File: config.mk
export PLATFORM = sky130hd
export DESIGN_NAME = vpc_setup
export DESIGN_NICKNAME = d
export VERILOG_FILES = /design/src/vpc_pkg.sv /design/src/vpc_setup.sv
export SDC_FILE = /design/constraint.sdc
export NUM_CORES = 2
export LEC_CHECK = 0
export BUFFER_PORTS_ARGS = -buffer_cell sky130_fd_sc_hd__buf_4
export CORE_MARGIN = 4
export CORE_UTILIZATION = 55
export DETAILED_ROUTE_END_ITERATION = 10
export GPL_TIMING_DRIVEN = 0
export PLACE_DENSITY = 0.85
export SYNTH_ARGS = -nofsm -noshare
export SYNTH_HDL_FRONTEND = slang
export SYNTH_SLANG_ARGS = --single-unit
File: constraint.sdc
create_clock -name clk -period 5.5 [get_ports clk]
set_input_delay 1.1 -clock clk [delete_from_list [all_inputs] [get_ports clk]]
set_output_delay 1.1 -clock clk [all_outputs]
set_load 0.01 [all_outputs]
File: src/vpc_pkg.sv
`default_nettype none
package vpc_pkg;

  // Screen size in pixels.
  localparam int SCREEN_WIDTH  = 800;
  localparam int SCREEN_HEIGHT = 800;

  localparam int SCR_MAX  = (SCREEN_WIDTH > SCREEN_HEIGHT) ? SCREEN_WIDTH : SCREEN_HEIGHT;
  localparam int SCR_BITS = $clog2(SCR_MAX + 1);
  // Quotient bits: every in-range pixel magnitude fits, larger ones are culled.
  localparam int QB       = $clog2(2 * SCR_MAX + 1);

  localparam int CW    = 32;              // Q16.16 word
  localparam int PW    = 2 * CW;          // full product
  localparam int AW    = 50;              // transformed coordinate
  localparam int NW    = AW + 2 + SCR_BITS; // scaled numerator, signed
  localparam int MW    = NW + 1;          // divider magnitudes
  localparam int PIXW  = 12;
  localparam int SQW   = (QB + 1 > PIXW) ? QB + 1 : PIXW;

  localparam int NUM_REGS = 8;
  localparam int REG_W    = 64;
  localparam int IDX_W    = 4;

  localparam logic [CW-1:0] ONE_Q16 = 32'h0001_0000;

  // Matrix entries, [row][column].
  typedef logic [3:0][3:0][CW-1:0] matrix_t;

  typedef struct packed {
    logic signed [AW-1:0] xn;
    logic signed [AW-1:0] yn;
    logic signed [AW-1:0] zn;
    logic signed [AW-1:0] w;
  } vec4_t;

  typedef struct packed {
    logic          vis;
    logic          neg_x;
    logic          neg_y;
    logic [MW-1:0] rx;
    logic [MW-1:0] ry;
    logic [MW-1:0] d;
    logic [QB-1:0] qx;
    logic [QB-1:0] qy;
  } div_t;

endpackage
`default_nettype wire

File: src/vpc_setup.sv
`default_nettype none
module vpc_setup (
  input  wire logic            clk,
  input  wire logic            rst,
  input  wire logic            en,
  input  wire logic            in_valid,
  input  wire vpc_pkg::vec4_t  in_vec,
  output logic                 out_valid,
  output vpc_pkg::div_t        out_div
);
  import vpc_pkg::*;

  localparam logic signed [NW-1:0] SW = NW'(SCREEN_WIDTH);
  localparam logic signed [NW-1:0] SH = NW'(SCREEN_HEIGHT);

  logic signed [AW-1:0] wf;
  logic                 depth_ok;

  // Stage 3 registers.
  logic                 v3, vis3, wneg3;
  logic signed [AW:0]   ax3, ay3;
  logic [AW-1:0]        aw3;

  // Stage 4 registers.
  logic                 v4, vis4, wneg4;
  logic signed [NW-1:0] nx4, ny4;
  logic [MW-1:0]        d4;

  logic                 neg_x, neg_y, ovx, ovy;
  logic [MW-1:0]        magx, magy, dlim;

  always_comb begin
    wf = (in_vec.w == '0) ? AW'($signed(ONE_Q16)) : in_vec.w;
    if (!wf[AW-1]) begin
      depth_ok = !in_vec.zn[AW-1] && (in_vec.zn <= wf);
    end else begin
      depth_ok = (in_vec.zn[AW-1] || (in_vec.zn == '0)) && (in_vec.zn >= wf);
    end
  end

  always_ff @(posedge clk) begin
    if (rst) begin
      v3 <= 1'b0;
      v4 <= 1'b0;
      out_valid <= 1'b0;
    end else if (en) begin
      v3 <= in_valid;
      v4 <= v3;
      out_valid <= v4;
    end
    if (en) begin
      // Stage 3: divisor fix, depth test, numerator sums.
      vis3  <= depth_ok;
      wneg3 <= wf[AW-1];
      ax3   <= {in_vec.xn[AW-1], in_vec.xn} + {wf[AW-1], wf};
      ay3   <= {wf[AW-1], wf} - {in_vec.yn[AW-1], in_vec.yn};
      aw3   <= wf[AW-1] ? AW'(-wf) : AW'(wf);
      // Stage 4: scale by the screen size, form the divisor 2|w|.
      vis4  <= vis3;
      wneg4 <= wneg3;
      nx4   <= SW * {{(NW-AW-1){ax3[AW]}}, ax3};
      ny4   <= SH * {{(NW-AW-1){ay3[AW]}}, ay3};
      d4    <= {{(MW-AW-1){1'b0}}, aw3, 1'b0};
    end
  end

  // Stage 5: magnitudes and the early cull of quotients too wide to be on screen.
  always_comb begin
    neg_x = nx4[NW-1] ^ wneg4;
    neg_y = ny4[NW-1] ^ wneg4;
    magx  = nx4[NW-1] ? MW'(-{nx4[NW-1], nx4}) : {1'b0, nx4};
    magy  = ny4[NW-1] ? MW'(-{ny4[NW-1], ny4}) : {1'b0, ny4};
    dlim  = d4 << QB;
    ovx   = magx >= dlim;
    ovy   = magy >= dlim;
  end

  always_ff @(posedge clk) begin
    if (en) begin
      out_div.vis   <= vis4 && !ovx && !ovy;
      out_div.neg_x <= neg_x;
      out_div.neg_y <= neg_y;
      out_div.rx    <= magx;
      out_div.ry    <= magy;
      out_div.d     <= d4;
      out_div.qx    <= '0;
      out_div.qy    <= '0;
    end
  end

endmodule
`default_nettype wire

**Word level (Yosys, flattened, before mapping)**

Cells that the tools add are included.

- Bits in registers: 502
- Bits of input ports: 204
- Output and inout bits: 215
- Word-level logic and storage cells: 48

- Add/subtract/negate cells: 5
- Multipliers: 2
- Order comparisons: 4
- Muxes and demuxes: 5
- Bitwise logic cells: 2
- Reduce and logical (&&, ||, !) cells: 10

Operators by type and width:

| operator | number |
|---|---|
| $ge 63x62->1 | 2 |
| $mux 63 | 2 |
| $neg 63->63 | 2 |
| $mul 5x62->57 const A | 2 |
| $logic_not 50->1 | 2 |
| $add 50x50->51 | 1 |
| $sub 50x50->51 | 1 |
| $ge 50x50->1 | 1 |
| $le 50x50->1 | 1 |
| $mux 50 | 1 |
| $neg 50->50 | 1 |
| $mux 49 | 1 |
| $logic_and 1x1->1 | 4 |
| $logic_not 1->1 | 3 |
| $xor 1x1->1 | 2 |
| $logic_or 1x1->1 | 1 |
| $mux 1 | 1 |

**Longest topological paths before layout**

- Word-level depth: 6
- Mapped depth: 19
- Gate-level depth less buffers: 19

**Least setup slack after synthesis**

Ideal clock, no wire load.

- Kind: input -> register
- Start point: input port in_vec[41] (netlist name)
- End point: register ay3[46], data pin
- Setup time: 0.276 ns
- Arrival: 4.753 ns
- Required time: 5.224 ns
- Slack: 0.471 ns
- Cell stages on the path: 15
- Buffers on the path: 0
- Cell sequence: or4_1 or3_1 nor4_1 a41oi_1 inv_1 ha_1 a21oi_1 nor2_1 nor2_1 o41ai_1 a2111oi_0 o31ai_1 a21o_1 a2111oi_0 a311oi_1

- Longest elaborated chain between the ends: 3

Ends and longest elaborated chain:

| what | RTL line | text |
|---|---|---|
| start: declaration | vpc_setup.sv:7 | `input wire vpc_pkg::vec4_t in_vec,` |
| $logic_not 50->1 | vpc_setup.sv:33 | `wf = (in_vec.w == '0) ? AW'($signed(ONE_Q16)) : in_vec.w;` |
| $mux 50 * | vpc_setup.sv:33 |  |
| $sub 50x50->51 * | vpc_setup.sv:56 | `ay3 <= {wf[AW-1], wf} - {in_vec.yn[AW-1], in_vec.yn};` |
| end signal: assignment | vpc_setup.sv:56 |  |
| end: declaration | vpc_setup.sv:21 | `logic signed [AW:0] ax3, ay3;` |

Every way passes the cells marked *; elsewhere a longest branch is shown, timed or not.
A chain may end at the register's enable or synchronous reset.

**Final worst setup path**

- Start point: register nx4[17]
- End point: register out_div[213] (netlist name), data pin

- Longest elaborated chain between the ends: 6

Ends and longest elaborated chain:

| what | RTL line | text |
|---|---|---|
| start: declaration | vpc_setup.sv:26 | `logic signed [NW-1:0] nx4, ny4;` |
| start signal: assignment | vpc_setup.sv:61 | `nx4 <= SW * {{(NW-AW-1){ax3[AW]}}, ax3};` |
| $neg 63->63 | vpc_setup.sv:71 | `magx = nx4[NW-1] ? MW'(-{nx4[NW-1], nx4}) : {1'b0, nx4};` |
| $mux 63 | vpc_setup.sv:71 |  |
| named net magx[29] | vpc_setup.sv:30 | `logic [MW-1:0] magx, magy, dlim;` |
| $ge 63x62->1 | vpc_setup.sv:74 | `ovx = magx >= dlim;` |
| $logic_not 1->1 | vpc_setup.sv:80 | `out_div.vis <= vis4 && !ovx && !ovy;` |
| $logic_and 1x1->1 (2 in a row) | vpc_setup.sv:80 |  |
| end: declaration | vpc_setup.sv:9 | `output vpc_pkg::div_t out_div` |

The timed path passes the listed nets, and every way through them passes these cells.

==> run_results.csv <==
group,metric,value,unit
logic_synthesis,synth_ff_type,"edfxtp_1",
timing,min_period,5.492,ns
drt,drtPass1Iterations,8,
global_route,grt_max_degree,138,
timing,hold_viol_final,0,
setup_path,path_cells,"or4_4, or3_4, or3_4, or3_4, or3_1, o31ai_4, xnor2_2, ha_1, nand4_1, or4_4, nor3_4, nand4_1, o32ai_2, a2111oi_4, o221a_2",
cts,clock_latency,0.63,ns
hold_path,holdPathStages,0,
die,die_w,276.7,µm
power,ir_drop,0.0003858,V
global_route,gr-total-overflow,0,
setup_path,r2r-start,"nx4[17]",
setup_path,critical_path_buf_inv_count,0,
run,maxCapViolations,0,
timing,rsz0062_at_grt,"true",
drt,wl,115800,µm
logic_synthesis,synth_edf_count,489,
timing,tightest_slew,1.082,ns
hold_path,min_to,"d4[8]",
drt,avgViaCountPerCell,5.829,
die,die_area,0.07655,mm²
die,pin_count,419,
die,fp.coreArea,0.07149,mm²
drt,ant_nets,0,
layout,layout_commonest_cell,"inv_1",
place,numPlacedInstances,5351,
setup_path,critPathArrivalTime,5.85,ns
setup_path,crit_required,5.86,ns
setup_path,start_kind,"register",
power,p_total,0.02531,W
drt,route.detailed.drc,0,
setup_path,crit_slowest_cell,"or4_4",
logic_synthesis,avgSynthCellArea,9.980,µm²
cts,cts.clk_slew.worst_paths,0.07,ns
drt,wl_per_cell,21.21,µm
hold_path,worst_hold_startpoint,"aw3[7]",
setup_path,rr_endpoint,"out_div[213]",
setup_path,rr_worst_depth,15,
die,dieHeight,276.7,µm
place,io_buffers,373,
timing,timing.fmax,182.1,MHz
setup_path,max_stage_delay,0.63,ns
place,post-place-ws,-1.804,ns
layout,final_layout_size_suffix_gt1_frac,0.1287,
timing,report.final.slew_viol_count,0,
cts,cts-root-buf,"clkbuf_16",
cts,htreeDepth,2,
global_route,antenna_found_initial,14,
die,rows,98,
drt,drt_iter0_drc,3118,
global_route,first_global_vias,31260,
logic_synthesis,syn_inst,3978,
timing,relSlewSlack,0.2693,
logic_synthesis,ys_warn_count,0,
cts,cts_made_buffers,51,
cts,cts_tree,"built",
logic_synthesis,ys_ff_latch,492,
cts,clockBufferDepth,3,
layout,synthToLayoutAreaGrowth,16.26,%
power,powerDensity,548.3,mW/mm²
drt,vias,31830,
global_route,grtUsageTotal,0.2899,
layout,final_core_utilization,0.6457,
timing,fin_crit_sh,0.9985,
status,status,"completed",
timing,setup_slack,0.008057,ns
place,place_congestion,1.017,
timing,fin_skew,0.02816,ns
setup_path,cp_top_family,"simple AND/OR/NAND/NOR gates",
layout,final_cell_mix,"inv_1 (688), ha_1 (557), edfxtp_1 (489)",
layout,num-fill-cells,5501,
global_route,grt_pass1_wl,175100,µm
logic_synthesis,netlist-cell-type-count,73,
setup_path,crit_path_frequent_cell,"or3_4",
setup_path,ff2ff_setup_slack,0.008,ns
layout,stdcell_count,5461,
layout,nNetsFinal,5327,
power,p_leak,21.63,nW
place,post-dp-hpwl,94920,µm
cts,hold_buffers,0,
logic_synthesis,synthArstFlopShare,0,
cts,cts.sinks,492,
hold_path,holdCritPathClass,"reg -> reg",
setup_path,crit_fanout,5,
logic_synthesis,synth.cell_area,0.03970,mm²
setup_path,crit_type,"reg -> reg",
logic_synthesis,seq_area_frac_synth,0.3714,
setup_path,end_kind,"register",
setup_path,crit_start,"nx4[17]",
die,start_util,0.5554,
timing,setup_viol,0,
area by class of cell:
type / count / area, µm² / share of cell area
diodes: 4 / 10.01 / 0.0002169
plain buffers: 167 / 797.0 / 0.01727
inverters: 689 / 2586 / 0.05603
multi-input cells: 2676 / 22040 / 0.4775
clock inverters: 41 / 485.5 / 0.01052
clock buffers: 55 / 1313 / 0.02844
well taps: 950 / 1189 / 0.02575
repair buffers: 387 / 2993 / 0.06484
flip-flops and latches: 492 / 14740 / 0.3194
routing by layer:
metal  wire length (µm)  track usage  up-vias
met1              46100       0.3843    15060
met4               7645       0.1619       16
li1                   -            -    14880
met2              51410       0.4570     1541
met3              10590      0.04595      335
met5                104            0        -
state kept, by name, indices dropped and copies added (netlist names), 50 cells and up:
register,flops
aw3,50
out_div,169
d4,50
ax3,51
nx4,57
ay3,51
ny4,57
stage by stage:
step | cell area [µm²] | hold slack, ns | TNS [ns]
floorplan | 39870 | 0.4003 | 0
global placement | 43860 | 0.4006 | -209.82
detailed placement | 43990 | 0.4045 | -67.69
CTS | 45950 | 0.4146 | -0.009013
global route | 46150 | 0.4216 | -0.1243
finish | 46160 | 0.4146 | 0
logic make-up (layout without fill, tap and decap cells):
group / count (synthesis) / count (layout) / share of synthesized area
AOI/OAI and AO/OA: 901 / 901 / 0.1473
buffers and inverters: 856 / 1339 / 0.08519
and+or+nand+nor: 723 / 723 / 0.09244
adders and majority gates: 659 / 659 / 0.2270
DFF: 492 / 492 / 0.3714
xor gates and xnor gates: 338 / 338 / 0.07457
muxes: 8 / 8 / 0.002080
other: 1 / 51 / 0.00009446
repair_timing:
action                                  4_1_cts  5_1_grt
gates resized for setup                      26       33
endpoints found under the setup margin       51       19
pin swaps                                     3        9
setup buffers                                 3        7
power by group:
part | switching [W] | internal, W | leakage [nW]
Sequential | 0.000849 | 0.00602 | 4.81
Clock | 0.00156 | 0.00213 | 0.873
Combinational | 0.00889 | 0.00586 | 15.9
Total | 0.0113 | 0.0140 | 21.6
how the worst max path moves through the flow:
stage,end,slack [ns],cells past startpoint
2_1_floorplan,ay3[46],0.47,15
3_3_place_gp,ax3[40],-1.73,15
3_5_place_dp,ax3[40],-1.80,15
4_1_cts,out_div[213],-0.009,17
5_1_grt,out_div[213],-0.1,15
6_report,out_div[213],0.008,15
Yosys cell counts (42+ instances only):
cell type    n  area, µm²
edfxtp_1   489      14680
xor2_1      70      613.1
inv_1      689       2586
buf_4       45      337.8
nand3_1     58      290.3
clkbuf_1   121      454.2
o31ai_1     51      382.9
nand2_1    201      754.5
nor2b_1     42      262.8
a21o_1     187       1404
nor3_1      43      215.2
fa_1       102       2042
o21ai_0    181      905.9
nor2_1     135      506.7
nand4_1     75      469.2
ha_1       557       6969
a21oi_1    237       1186
xnor2_1    268       2347
(Power assumes the default switching activity.)
